### src/rtl/core/dlac_pkg.sv
`timescale 1ns / 1ps

package dlac_pkg;

  // timestamp and interval width
  localparam int TIME_BITS = 32;
  localparam int CMD_BITS  = 8;

  // operation codes
  localparam logic [1:0] OP_POLL      = 2'd0;
  localparam logic [1:0] OP_QUERY_SNS = 2'd1;
  localparam logic [1:0] OP_QUERY_CMD = 2'd2;
  localparam logic [1:0] OP_SET_CMD   = 2'd3;

  // command codes
  localparam logic [CMD_BITS-1:0] CMD_IDLE   = 8'd0;
  localparam logic [CMD_BITS-1:0] CMD_LOCK   = 8'd1;
  localparam logic [CMD_BITS-1:0] CMD_UNLOCK = 8'd2;
  localparam logic [CMD_BITS-1:0] CMD_HOLD   = 8'd3;

  // configuration register indexes
  localparam logic [1:0] REG_DRIVE_TIMEOUT = 2'd0;
  localparam logic [1:0] REG_OVERRUN_HOLD  = 2'd1;

  // configuration reset values
  localparam logic [TIME_BITS-1:0] DRIVE_TIMEOUT_RST = TIME_BITS'(500000);
  localparam logic [TIME_BITS-1:0] OVERRUN_HOLD_RST  = TIME_BITS'(100000);

  typedef logic [TIME_BITS-1:0] time_t;
  typedef logic [CMD_BITS-1:0]  cmd_t;

  // one accepted request
  typedef struct packed {
    logic [1:0] operation;
    time_t      now_us;
    logic       lock_sense;
    logic       unlock_sense;
    cmd_t       command_value;
  } item_t;

  // controller state
  typedef struct packed {
    logic  stored_lock;
    logic  stored_unlock;
    cmd_t  pending_command;
    time_t command_time;
    logic  lock_drive_level;
    logic  unlock_drive_level;
  } state_t;

  // one result
  typedef struct packed {
    logic       drive_lock;
    logic       drive_unlock;
    logic       report_valid;
    logic [1:0] report_value;
    logic       reply_valid;
    cmd_t       reply_value;
  } result_t;

  // configuration values
  typedef struct packed {
    time_t drive_timeout_us;
    time_t overrun_hold_us;
  } cfg_t;

endpackage

### src/rtl/core/dlac_step.sv
`timescale 1ns / 1ps

module dlac_step (
  input  dlac_pkg::item_t   item,
  input  dlac_pkg::state_t  st,
  input  dlac_pkg::cfg_t    cfg,
  output dlac_pkg::state_t  st_next,
  output dlac_pkg::result_t res
);
  import dlac_pkg::*;

  state_t s1;
  time_t  timeout_due;
  time_t  hold_due;
  logic   timed_out;
  logic   hold_done;
  logic   sense_new;

  // deadlines wrap at the time width
  assign timeout_due = st.command_time + cfg.drive_timeout_us;
  assign hold_due    = st.command_time + cfg.overrun_hold_us;
  assign timed_out   = timeout_due < item.now_us;
  assign hold_done   = hold_due < item.now_us;

  // sensor pair changed and levels differ
  assign sense_new = ((st.stored_lock != item.lock_sense) ||
                      (st.stored_unlock != item.unlock_sense)) &&
                     (item.lock_sense != item.unlock_sense);

  always_comb begin
    s1      = st;
    st_next = st;
    res     = '0;
    case (item.operation)
      OP_POLL: begin
        // latch sensor pair
        if (sense_new) begin
          s1.stored_lock    = item.lock_sense;
          s1.stored_unlock  = item.unlock_sense;
          res.report_valid  = 1'b1;
          res.report_value  = {item.lock_sense, item.unlock_sense};
        end
        st_next = s1;
        // drive sequencing
        if (s1.pending_command != CMD_IDLE) begin
          if (timed_out) begin
            st_next.pending_command    = CMD_IDLE;
            st_next.lock_drive_level   = 1'b0;
            st_next.unlock_drive_level = 1'b0;
          end else begin
            case (s1.pending_command)
              CMD_LOCK: begin
                if (s1.stored_lock && !s1.stored_unlock) begin
                  st_next.pending_command = CMD_HOLD;
                  st_next.command_time    = item.now_us;
                end else begin
                  st_next.lock_drive_level   = 1'b1;
                  st_next.unlock_drive_level = 1'b0;
                end
              end
              CMD_UNLOCK: begin
                if (!s1.stored_lock && s1.stored_unlock) begin
                  st_next.pending_command = CMD_HOLD;
                  st_next.command_time    = item.now_us;
                end else begin
                  st_next.lock_drive_level   = 1'b0;
                  st_next.unlock_drive_level = 1'b1;
                end
              end
              CMD_HOLD: begin
                if (hold_done) begin
                  st_next.pending_command    = CMD_IDLE;
                  st_next.lock_drive_level   = 1'b0;
                  st_next.unlock_drive_level = 1'b0;
                end
              end
              default: begin
                // unknown command releases everything
                st_next.pending_command    = CMD_IDLE;
                st_next.lock_drive_level   = 1'b0;
                st_next.unlock_drive_level = 1'b0;
              end
            endcase
          end
        end
      end
      OP_QUERY_SNS: begin
        res.reply_valid = 1'b1;
        res.reply_value = {{(CMD_BITS-2){1'b0}}, st.stored_lock, st.stored_unlock};
      end
      OP_QUERY_CMD: begin
        res.reply_valid = 1'b1;
        res.reply_value = st.pending_command;
      end
      default: begin
        // set command
        st_next.command_time    = item.now_us;
        st_next.pending_command = item.command_value;
        res.reply_valid         = 1'b1;
        res.reply_value         = item.command_value;
      end
    endcase
    res.drive_lock   = st_next.lock_drive_level;
    res.drive_unlock = st_next.unlock_drive_level;
  end

endmodule

### src/rtl/core/dlac_out_reg.sv
`timescale 1ns / 1ps

module dlac_out_reg (
  input  logic              clk,
  input  logic              rst,
  input  logic              load,
  input  dlac_pkg::result_t res_in,
  input  logic              take,
  output logic              full,
  output dlac_pkg::result_t res_out
);
  import dlac_pkg::*;

  // result valid flag
  always_ff @(posedge clk) begin
    if (rst) begin
      full <= 1'b0;
    end else if (load) begin
      full <= 1'b1;
    end else if (take) begin
      full <= 1'b0;
    end
  end

  // result payload
  always_ff @(posedge clk) begin
    if (load) begin
      res_out <= res_in;
    end
  end

endmodule

### src/rtl/core/door_lock_actuator_control.sv
`timescale 1ns / 1ps
// channel  signals                        direction  moves
// in       in_valid / in_ready, fields    input      one request per item
// out      out_valid / out_ready, fields  output     one result per request
// cfg      cfg_valid / cfg_ready, index   input      one register write
//
// one request per cycle sustained while out_ready stays high; each request passes from
// acceptance to its result through the input register and then the result register
// the state update and result come from a single compare and add path per request
// rst is synchronous: clears state, flags and restores register defaults
// a stalled result register holds the request in the input register; in_ready
// stays high while the input register is empty or moving forward

module door_lock_actuator_control (
  input  logic                     clk,
  input  logic                     rst,
  input  logic                     in_valid,
  output logic                     in_ready,
  input  logic [1:0]               operation,
  input  dlac_pkg::time_t          now_us,
  input  logic                     lock_sense,
  input  logic                     unlock_sense,
  input  dlac_pkg::cmd_t           command_value,
  output logic                     out_valid,
  input  logic                     out_ready,
  output logic                     drive_lock,
  output logic                     drive_unlock,
  output logic                     report_valid,
  output logic [1:0]               report_value,
  output logic                     reply_valid,
  output dlac_pkg::cmd_t           reply_value,
  input  logic                     cfg_valid,
  output logic                     cfg_ready,
  input  logic [1:0]               cfg_index,
  input  dlac_pkg::time_t          cfg_data
);
  import dlac_pkg::*;

  logic    in_full;
  item_t   item;
  logic    advance;
  state_t  st;
  state_t  st_next;
  cfg_t    cfg;
  result_t res;
  result_t res_q;

  assign advance   = in_full && (!out_valid || out_ready);
  assign in_ready  = !in_full || advance;
  assign cfg_ready = 1'b1;

  // input register
  always_ff @(posedge clk) begin
    if (rst) begin
      in_full <= 1'b0;
    end else if (in_valid && in_ready) begin
      in_full <= 1'b1;
    end else if (advance) begin
      in_full <= 1'b0;
    end
  end

  always_ff @(posedge clk) begin
    if (in_valid && in_ready) begin
      item <= '{operation, now_us, lock_sense, unlock_sense, command_value};
    end
  end

  // configuration registers
  always_ff @(posedge clk) begin
    if (rst) begin
      cfg.drive_timeout_us <= DRIVE_TIMEOUT_RST;
      cfg.overrun_hold_us  <= OVERRUN_HOLD_RST;
    end else if (cfg_valid && cfg_ready) begin
      case (cfg_index)
        REG_DRIVE_TIMEOUT: cfg.drive_timeout_us <= cfg_data;
        REG_OVERRUN_HOLD:  cfg.overrun_hold_us  <= cfg_data;
        default: begin
        end
      endcase
    end
  end

  // controller state
  always_ff @(posedge clk) begin
    if (rst) begin
      st <= '0;
    end else if (advance) begin
      st <= st_next;
    end
  end

  dlac_step u_step (
    .item    (item),
    .st      (st),
    .cfg     (cfg),
    .st_next (st_next),
    .res     (res)
  );

  dlac_out_reg u_out (
    .clk     (clk),
    .rst     (rst),
    .load    (advance),
    .res_in  (res),
    .take    (out_ready),
    .full    (out_valid),
    .res_out (res_q)
  );

  assign drive_lock   = res_q.drive_lock;
  assign drive_unlock = res_q.drive_unlock;
  assign report_valid = res_q.report_valid;
  assign report_value = res_q.report_value;
  assign reply_valid  = res_q.reply_valid;
  assign reply_value  = res_q.reply_value;

  // never drive both directions
  a_drive_excl: assert property (@(posedge clk) disable iff (rst)
    !(st.lock_drive_level && st.unlock_drive_level))
    else $error("both drives on");

  // a result carries a report or a reply, not both
  a_result_kind: assert property (@(posedge clk) disable iff (rst)
    out_valid |-> !(report_valid && reply_valid))
    else $error("report and reply together");

  // a stalled result blocks the input register
  a_stall_hold: assert property (@(posedge clk) disable iff (rst)
    (in_full && out_valid && !out_ready) |=> in_full)
    else $error("request lost under stall");

  // state only moves when a request advances
  a_state_hold: assert property (@(posedge clk) disable iff (rst)
    !$past(advance) && !$past(rst) |-> $stable(st))
    else $error("state changed without request");

endmodule

### config.mk
export PLATFORM = sky130hd
export DESIGN_NAME = door_lock_actuator_control
export DESIGN_NICKNAME = d
export VERILOG_FILES = /design/src/rtl/core/dlac_pkg.sv /design/src/rtl/core/dlac_step.sv /design/src/rtl/core/dlac_out_reg.sv /design/src/rtl/core/door_lock_actuator_control.sv
export SDC_FILE = /design/constraint.sdc
export NUM_CORES = 1
export LEC_CHECK = 0
export BUFFER_PORTS_ARGS = -buffer_cell sky130_fd_sc_hd__buf_4
export CAP_MARGIN = 20
export CORE_AREA = 2 2 236 168
export CTS_BUF_LIST = sky130_fd_sc_hd__clkbuf_4
export DETAILED_ROUTE_END_ITERATION = 10
export DIE_AREA = 0 0 238 170
export MAX_ROUTING_LAYER = met4
export REMOVE_ABC_BUFFERS = 1
export SKIP_LAST_GASP = 1
export SYNTH_ARGS = -nofsm -noshare
export SYNTH_HDL_FRONTEND = slang
export SYNTH_HIERARCHICAL = 1
export SYNTH_SLANG_ARGS = --single-unit
### constraint.sdc
create_clock -name clk -period 4.6 [get_ports clk]
set_clock_uncertainty 0.15 [all_clocks]
set_input_delay 0 -clock clk [delete_from_list [all_inputs] [get_ports clk]]
set_output_delay 0 -clock clk [all_outputs]
set_load 0.02 [all_outputs]
Word-level counts from Yosys, hierarchy flattened
Cells that the tools add are included.
{"block": "classes", "add_sub_neg": 2, "order_cmp": 2, "n_eq_ne": 17, "muxes": 23, "bitwise": 1, "reduce_logical": 24}
{"op": "2-to-1 mux 40 bit", "n": 2}
{"op": "one-hot mux 40 bit (2 select lines)", "n": 1}
{"op": "adder 32 bit", "n": 2}
{"op": "< comparator 32 bit", "n": 2}
{"op": "one-hot mux 32 bit (2 select lines)", "n": 1}
{"op": "2-to-1 mux 42 bit", "n": 1}
{"op": "2-to-1 mux 32 bit", "n": 1}
{"op": "one-hot mux 9 bit (3 select lines)", "n": 1}
{"op": "one-hot mux 8 bit (3 select lines)", "n": 1}
{"op": "equality test 8 x 2 -> 1 bit, second input constant", "n": 2}
{"op": "2-to-1 mux 8 bit", "n": 2}
{"op": "2-to-1 mux 2 bit", "n": 7}
{"op": "!= test 4 x 2 -> 1 bit, second input constant", "n": 3}
{"op": "equality test 8 x 1 -> 1 bit, second input constant", "n": 1}
{"op": "AND reduction 2 bit", "n": 4}
{"op": "nonzero test 8 bit", "n": 1}
{"op": "AND reduction 7 bit", "n": 1}
{"op": "!= test 3 x 2 -> 1 bit, second input constant", "n": 2}
{"op": "one-hot mux 2 bit (3 select lines)", "n": 1}
{"op": "AND reduction 6 bit", "n": 1}
{"op": "logical AND 1 bit", "n": 5}
{"op": "equality test 2 x 1 -> 1 bit, second input constant", "n": 2}
{"op": "logical NOT 1 bit", "n": 4}
{"op": "logical NOT 2 bit", "n": 2}
{"op": "11 further kinds", "n": 19}
{"block": "word_totals", "regBits": 168, "in_bits": 83, "out_inout_bits": 17, "wordCells": 90}

Logic depth before layout (Yosys ltp)
Gate-level depths: netlist of the first run.
{"block": "depth", "ltp_word": 12, "mapped_depth": 25, "ltp_nobuf": 24}

By module
Netlist of the first run, hierarchy kept.
{"module": "door_lock_actuator_control", "n_inst": 1, "cells_per_inst": 522, "area_each_um2": 5584.1, "seq_area_each_um2": 3503.4}
{"module": "dlac_step", "n_inst": 1, "cells_per_inst": 721, "area_each_um2": 5261.3, "seq_area_each_um2": 0.0}
{"module": "dlac_out_reg", "n_inst": 1, "cells_per_inst": 18, "area_each_um2": 459.2, "seq_area_each_um2": 440.4}

Least setup slack after synthesis of the first run
OpenSTA, ideal clock, no wires.
{"block": "synth_timing", "path_type": "reg-to-reg", "startpoint": "register st[2] (netlist name)", "endpoint": "register st[34] (netlist name)", "setup_time_ns": 0.072, "arrival_time_ns": 4.714, "required_time_ns": 4.378, "path_slack_ns": -0.336, "stages_incl_launch_ff": 23, "n_path_buf": 1, "period_less_slack_ns": 4.936, "path_cell_list": "dfxtp_1 > ha_1 > fa_1 > a21oi_1 > o211ai_1 > o2111ai_1 > o21ai_1 > o31a_1 > o21a_1 > o41ai_1 > o22ai_1 > xor2_1 > ha_1 > nand4_1 > nor4_1 > nand2_1 > o21a_1 > o31ai_1 > clkbuf_1 > o22ai_1 > a21oi_1 > nand2b_1 > mux2i_1"}

==> summary.md, run 1 <==
| Metric | Value |
|---|---|
| Status | complete, but fails checks |
| Violated checks | negative setup slack |
| Pre-antenna DRT Iters | 5 |
| F_max | 206 MHz |
| WS Path Type | flop to flop |
| Critical path capture point type | flop |
| Worst setup path startpoint | st[9] |
| Row count | 60 |
| Max clock buf depth | 2 |
| Hold Path Class | input pin to flop |
| Largest incremental delay on the critical path | 0.39 ns |
| Die height | 170 um |
| Final WS setup | -0.258 ns |
| Register clock-pin slew on the reported worst setup and hold paths | 0.19 ns |
| Antenna violations before repair | 1 |
| Fin area | 16300 sq um |
| Dpl ws | -0.648 ns |
| CTS Sinks | 168 |
| FF-to-FF setup slack | -0.26 ns |
| RSZ-0062 raised after global routing | true |
| CP arrival | 5.22 ns |
| Critical Path Stages | 24 |
| WL final | 35700 um |
| Vias in the first global route | 10400 |
| Net Switching | 0.00103 W |
| H-tree level count | 4 |
| Syn_area_per_cell | 8.96 sq um |
| Die Span X | 238 um |
| Gr ovfl total | 0 |
| Slew Limit Fails | 0 |
| Yosys warns | 6 |
| Largest net degree at the start of global routing | 104 |
| Crit Path Max Fanout | 3 |
| Worst r2r src | st[9] |
| Combinational Power Share | 22.4% |
| Asr flop ratio synth | 0% |
| Final worst-path cycle share | 106% |
| Cell-internal power | 0.00246 W |
| Hold_sp | out_ready |
| Layout cells sized above 1 | 21.2% |
| CTS Buf Count | 17 |
| Worst Reg-to-Reg Cells | 24 |
| Cell count after synthesis | 1261 |
| DRC viols | 0 |
| Worst hold path depth | 5 |
| Final ANT Viol Nets | 0 |
| Worst slew margin | 27.8% |
| Register area share after synthesis | 34.9% |
| Setup violators final | 38 |
| Crit path required time | 4.96 ns |
| Post-Synth Simple-Gate Area | 17.9% |
| Largest family of logic cells by synthesized area | compound AO/OA/AOI/OAI gates |
| GRT Total Usage | 18.3% |
| Area grow syn2layout | 44.3% |
| DR WL/cell | 16.4 um |
| Main flop type after synthesis | dfxtp_1 |
| DIE AREA | 40500 sq um |
| Sw Share | 29.5% |
| Critical path cell sequence | buf_4, ha_1, a21o_1, or2_1, o311a_1, o41ai_4, buf_4, o31ai_4, a211oi_2, buf_4, o41ai_4, a21oi_2, xnor2_1, ha_1, a21o_1, a21oi_2, o21ai_2, nor3_2, o311a_1, nor2_4, o2111ai_2, a21oi_2, nand2b_1, mux2i_1 |
| Syn Std Cell Area | 11300 sq um |
| Pwr Density | 214 nW/um^2 |
| Initial DRC count | 806 |
| Xor/xnor cell area share of the yosys netlist | 4.18% |
| Final #Nets | 1875 |
| Synth cell types | 62 |
| P_leak | 7.22 nW |
| Proportion of synthesized area in mux cells | 4.52% |
| Slowest cell on the critical path | o311a_1 |
| Post-synthesis compound-gate area fraction | 19.5% |
| CTS tree | built |
| Peak VDD IR | 0.151 mV |
| Final GP Congestion | 0.889 |
| Worst-margin pin slew | 1.08 ns |
| Placed Area | 13400 sq um |
| Clk root buf | clkbuf_4 |
| Ports | 100 |
| Sequential share of power | 47.1% |
| Worst path top cell family by delay | compound AO/OA/AOI/OAI gates |
| IO buf count | 98 |
| Post-synthesis adder-cell area fraction | 14.6% |
| Reported max-cap violation count | 0 |
| Crit path time final | 4.86 ns |
| Worst setup SP type | flop |
| CORE AREA | 38100 sq um |
| Vias | 10500 |
| Yosys reg bits | 168 |
| Final HPWL DP | 23900 um |
| Starting Density | 29.6% |
| First-pass GRT wire length | 56100 um |
| Clock power frac | 30.5% |
| Post-synth EDFFs | 58 |
| Via/cell ratio | 4.83 |
| Final Hold Viols | 0 |
| Clock Latency Late Sink | 0.68 ns |
| Buf/Inv on CP | 3 |
Yosys cell counts (8+ instances only):
| cell | number | area share (%) |
|---|---|---|
| o21bai_1 | 10 | 0.66 |
| mux2i_1 | 51 | 4.5 |
| inv_1 | 62 | 2.1 |
| nand2b_1 | 99 | 5.5 |
| ha_1 | 129 | 14 |
| xnor2_1 | 41 | 3.2 |
| a21oi_1 | 121 | 5.4 |
| nor2b_1 | 12 | 0.66 |
| dfxtp_1 | 110 | 19 |
| nor2_1 | 74 | 2.5 |
| a21o_1 | 48 | 3.2 |
| xor2_1 | 13 | 1.0 |
| buf_4 | 12 | 0.80 |
| clkbuf_1 | 20 | 0.66 |
| nand3_1 | 11 | 0.49 |
| a22o_1 | 38 | 2.9 |
| edfxtp_1 | 58 | 15 |
| nor3_1 | 36 | 1.6 |
| and3_1 | 8 | 0.44 |
| o21ai_1 | 17 | 0.75 |
| a211oi_1 | 11 | 0.73 |
| o21ai_0 | 20 | 0.89 |
| nand4_1 | 10 | 0.55 |
| buf_2 | 11 | 0.49 |
| o21a_1 | 12 | 0.80 |
| nand2_1 | 141 | 4.7 |
cell usage in the layout, fill, tap and decap left out, types with 51 or more instances in the layout:
cell type        n
dlygate4sd3_1  183
mux2i_1         51
edfxtp_1        58
buf_4          233
inv_1           61
a21oi_1        106
nand2b_1        99
nand2_1        141
nor2_1          69
dfxtp_1        100
ha_1           120
what timing repair did:
item	in CTS	in global routing
pin swaps	36	40
setup endpoints to repair	38	38
hold buffers	183	0
hold endpoints to repair	145	0
resized for setup	66	27
gates cloned	5	0
buffers inserted	13	5
layout make-up:
| cell class | count | area (sq um) |
|---|---|---|
| Clock inverter | 14 | 208 |
| Fill cell | 3740 | 21800 |
| Multi-Input combinational cell | 982 | 7320 |
| Antenna cell | 2 | 5.00 |
| Sequential cell | 168 | 3960 |
| Inverter | 62 | 233 |
| Clock buffer | 18 | 135 |
| Tap cell | 496 | 621 |
| Timing Repair Buffer | 430 | 3840 |
power groups by stage:
stage          clock network, W  registers (W)  logic, W
3_3_place_gp                  0        0.00167  0.000583
4_1_cts                 0.00110        0.00164  0.000766
5_1_grt                 0.00116        0.00165  0.000850
2_1_floorplan                 0        0.00167  0.000337
6_report                0.00106        0.00164  0.000781
3_5_place_dp                  0        0.00167  0.000595
registers in the layout, summed over array words and instances (netlist names):
name           flops
cfg               64
item              44
st                44
u_out/res_out     14
in_full            1
u_out/full         1
layer usage:
metal	up-vias	global-route usage, %	part of all wire (%)
li1	5322	-	-
met1	4932	25.7	53
met2	212	27.2	43
met3	27	3.16	3.7
met4	0	4.78	1.1
met5	-	-	0
path summary, 6_finish.rpt:
| check | end |
|---|---|
| worst min-delay path | in_full |
| worst max-delay path | st[1] |
| worst min register to register | cfg[41] |
| worst max register to register | st[1] |
metrics by stage:
stage / TNS [ns] / cells / power (W) / hold WS [ns] / util, %
5_1_grt: -16.15 / 2172 / 0.00366 / 0.0631 / 42.8
4_1_cts: -8.07 / 2165 / 0.00351 / 0.0401 / 42.3
2_1_floorplan: -131.76 / 1212 / 0.00200 / -0.0876 / -
3_3_place_gp: -22.07 / 1933 / 0.00225 / 0.0295 / 35.2
6_report: -8.20 / 2172 / 0.00349 / 0.130 / 42.8
3_5_place_dp: -22.59 / 1933 / 0.00227 / 0.0295 / 35.2
worst reg2reg max path: stages (launching register included):
cell	delay, ns
dfxtp_1	0.37
buf_4	0.15
ha_1	0.30
a21o_1	0.21
or2_1	0.23
o311a_1	0.39
o41ai_4	0.28
buf_4	0.19
o31ai_4	0.06
a211oi_2	0.21
buf_4	0.19
o41ai_4	0.07
a21oi_2	0.16
xnor2_1	0.14
ha_1	0.27
a21o_1	0.19
a21oi_2	0.16
o21ai_2	0.09
nor3_2	0.15
o311a_1	0.22
nor2_4	0.07
o2111ai_2	0.21
a21oi_2	0.08
nand2b_1	0.08
mux2i_1	0.07
logic make-up (layout without fill, tap and decap cells):
| kind of cell | after synthesis | in the layout |
|---|---|---|
| AND/OR/NAND/NOR | 413 | 413 |
| AO/OA/AOI/OAI | 332 | 332 |
| flip-flops | 168 | 168 |
| adder cells (fa/ha/maj) | 131 | 131 |
| buffers and inverters | 111 | 524 |
| XOR/XNOR | 54 | 54 |
| multiplexers | 51 | 51 |
| other | 1 | 3 |
No activity file was read; power rests on OpenSTA's default activity.
==> inputs of run 2 (changes only) <==
--- a/config.mk
+++ b/config.mk
@@ -5,12 +5,13 @@
 export SDC_FILE = /design/constraint.sdc
 export NUM_CORES = 1
 export LEC_CHECK = 0
+export ABC_AREA = 1
 export BUFFER_PORTS_ARGS = -buffer_cell sky130_fd_sc_hd__buf_4
 export CAP_MARGIN = 20
-export CORE_AREA = 2 2 236 168
+export CORE_AREA = 2 2 263 187
 export CTS_BUF_LIST = sky130_fd_sc_hd__clkbuf_4
 export DETAILED_ROUTE_END_ITERATION = 10
-export DIE_AREA = 0 0 238 170
+export DIE_AREA = 0 0 265 189
 export MAX_ROUTING_LAYER = met4
 export REMOVE_ABC_BUFFERS = 1
 export SKIP_LAST_GASP = 1
==> run 2 against run 1 <==
  * The flow now finishes without violations
  * Final cell count is 44% higher
  * Critical path depth is 5 higher
  * Count of clock-buffer cells in the layout is 1 lower
  * Worst hold slack worse by 0.085 ns
  * Critical endpoint is now st[30]
==> summary.md, run 2 <==
| Metric | Value |
|---|---|
| Status | finished clean |
| Crit path required time | 5.06 ns (+0.10 ns) |
| Max clock buf depth | 2 (unchanged) |
| Max FFs per register | 64 (unchanged) |
| Post-synthesis compound-gate area fraction | 16.6% (-2.9 points) |
| Final #Nets | 2698 (+44%) |
| Peak VDD IR | 0.141 mV (-6.8%) |
| Worst slew margin | 30.5% (+2.7 points) |
| Final Hold Viols | 0 (unchanged) |
| Row count | 67 (+12%) |
| WS Path Type | flop to flop |
| Placed cells | 2846 (+47%) |
| Yosys reg bits | 168 (unchanged) |
| P_leak | 8.98 nW (+24%) |
| Leading area contributor after synthesis | dfxtp_1 |
| Vias in the first global route | 14500 (+40%) |
| Proportion of synthesized area in mux cells | 0% (-4.5 points) |
| Final worst-path cycle share | 95.5% (-10 points) |
| Crit path time final | 4.39 ns (-0.464 ns) |
| Hold Path Class | input pin to flop |
| First-pass GRT wire length | 80300 um (+43%) |
| Largest reg by FF count | cfg |
| Die height | 189 um (+11%) |
| Area grow syn2layout | 33.6% |
| Most frequent cell after synthesis | nand2_1 |
| Syn_area_per_cell | 6.58 sq um (-27%) |
| CTS tree | built |
| H-tree level count | 4 (unchanged) |
| Crit Path Max Fanout | 6 (+3) |
| DRC viols | 0 (unchanged) |
| Share of the synthesized area in the top cell type | 15.6% (-3.9 points) |
| Clk root buf | clkbuf_4 |
| Final GP Congestion | 0.921 (+3.6%) |
| Slowest cell on the critical path | dfxtp_2 |
| CTS Buf Count | 17 (unchanged) |
| Post-synthesis adder-cell area fraction | 11.7% (-2.9 points) |
| Clock Latency Late Sink | 0.68 ns (about the same) |
| Largest regs | cfg x64, item x44, st x44 |
| Register area share after synthesis | 27.9% (-7.0 points) |
| Via/cell ratio | 5.04 (+4.4%) |
| Pre-antenna DRT Iters | 7 (+2) |
| Finished Layout Cells | 3119 (+44%) |
| Post-synth top cells | nand2_1, inv_1, nand3_1 |
| Initial DRC count | 1355 (+68%) |
| Largest family of logic cells by synthesized area | simple AND/OR/NAND/NOR gates |
| Most frequent CP cell | nand2_1 |
| Dpl ws | -0.0415 ns (+0.606 ns) |
| CP arrival | 4.85 ns (-0.37 ns) |
| Gr ovfl total | 0 (unchanged) |
| Vias | 15700 (+50%) |
| Multi-input gate area | 9120 sq um (+25%) |
| Cell count after synthesis | 2151 (+71%) |
| DR WL/cell | 16.6 um (+0.83%) |
| Layout cells sized above 1 | 12.9% (-8.3 points) |
| Synth cell types | 44 (-29%) |
| Setup violators final | 0 (-100%) |
| Antenna violations before repair | 1 (unchanged) |
| Most common cell after layout, fill and taps aside | nand2_1 |
| Ports | 100 (unchanged) |
| Reported max-cap violation count | 0 (unchanged) |
| Asr flop ratio synth | 0% (unchanged) |
| Utilization after layout | 39.9% (-2.9 points) |
| Synth area leaders | dfxtp_1, nand2_1, edfxtp_1 |
| Final WS setup | 0.206 ns (+0.464 ns) |
| Yosys warns | 6 (unchanged) |
| Final ANT Viol Nets | 0 (unchanged) |
| Main flop type after synthesis | dfxtp_1 |
| Reg area | 3970 sq um (+0.38%) |
| Die Span X | 265 um (+11%) |
| DIE AREA | 50100 sq um (+24%) |
| Final HPWL DP | 35800 um (+50%) |
| IO buf count | 98 (unchanged) |
| WL final | 51700 um (+45%) |
| Register clock-pin slew on the reported worst setup and hold paths | 0.17 ns (-0.02 ns) |
| Largest incremental delay on the critical path | 0.38 ns (about the same) |
| Pwr Density | 227 nW/um^2 (+6.2%) |
| Largest net degree at the start of global routing | 90 (-13%) |
| Commonest non-fill, non-tap cells in the layout | nand2_1, inv_1, nand3_1, dlygate4sd3_1, nor2_1 |
| Fillers | 4984 (+33%) |
| Syn Std Cell Area | 14200 sq um (+25%) |
| Critical path capture point type | flop |
| CTS Sinks | 168 (unchanged) |
| Starting Density | 29.8% (+0.19 points) |
| CORE AREA | 47400 sq um (+24%) |
| Worst-margin pin slew | 1.04 ns (-0.0401 ns) |
| Slew Limit Fails | 0 (unchanged) |
| Xor/xnor cell area share of the yosys netlist | 3.28% (-0.90 points) |
| Post-Synth Simple-Gate Area | 29.9% (+12 points) |
| GRT Total Usage | 20.8% (+2.5 points) |
| F_max | 228 MHz (+11%) |
| Post-synth EDFFs | 58 (unchanged) |
| Worst setup SP type | flop |
==> run 2: worst paths after layout <==
path | from | to | cells past startpoint | slack (ns)
min reg2reg | cfg[37] | cfg[37] | 2 | 0.35
max | st[14] | st[30] | 29 | 0.21
min | cfg_data[28] | cfg[60] | 6 | 0.05
max reg2reg | st[14] | st[30] | 29 | 0.21
==> run 2: metrics by stage <==
stage	setup TNS, ns	power, W	hold slack [ns]	cell area, sq um
after floorplan	-30.37	0.00267	-0.0876	13600
after global placement	0	0.00317	0.0279	15800
after detailed placement	-0.129	0.00320	0.0294	15800
after CTS	0	0.00423	0.00161	18400
after global routing	-0.0569	0.00458	0.0429	18900
final	0	0.00429	0.0450	18900
==> run 2: area by class of cell <==
class	count	area share [%]
clock inverter	15	0.615
inverter	265	5.27
sequential	168	21.0
antenna	1	0.0132
tap	621	4.11
multi-input combinational	1614	48.2
timing repair buffer	418	20.1
clock buffer	17	0.675
==> run 2: cells by family after synthesis <==
| family | count (synthesis) |
|---|---|
| buffers and inverters | 369 |
| AO/OA/AOI/OAI | 413 |
| flip-flops | 168 |
| adder cells (fa/ha/maj) | 131 |
| other | 1 |
| AND/OR/NAND/NOR | 1016 |
| XOR/XNOR | 53 |
==> run 2: worst max-delay path: cells and delay by family, from the launching register on <==
kind | cells | cell delay, ns
adders and majority gates | 2 | 0.67
buffers and inverters | 6 | 0.84
AOI/OAI and AO/OA | 5 | 0.63
DFF | 1 | 0.38
and+or+nand+nor | 16 | 1.65
==> run 2: per-layer routing <==
metal	vias up	share of wire (%)	GRT usage, %
met4	0	1.4	4.37
li1	7801	-	-
met5	-	0	-
met1	7314	48	29.2
met2	559	44	31.5
met3	53	7.4	3.47
==> run 2: timing repair <==
action	in CTS	in global routing
hold buffers	228	0
endpoints found under the hold margin	124	0
resized for setup	4	114
pin swaps	0	31
setup endpoints to repair	5	38
setup buffers	0	12
==> run 2: power by group <==
part           switching [W]  internal (W)
combinational       0.000974      0.000714
sequential         0.0000986       0.00163
clock               0.000651      0.000226
total                0.00172       0.00257
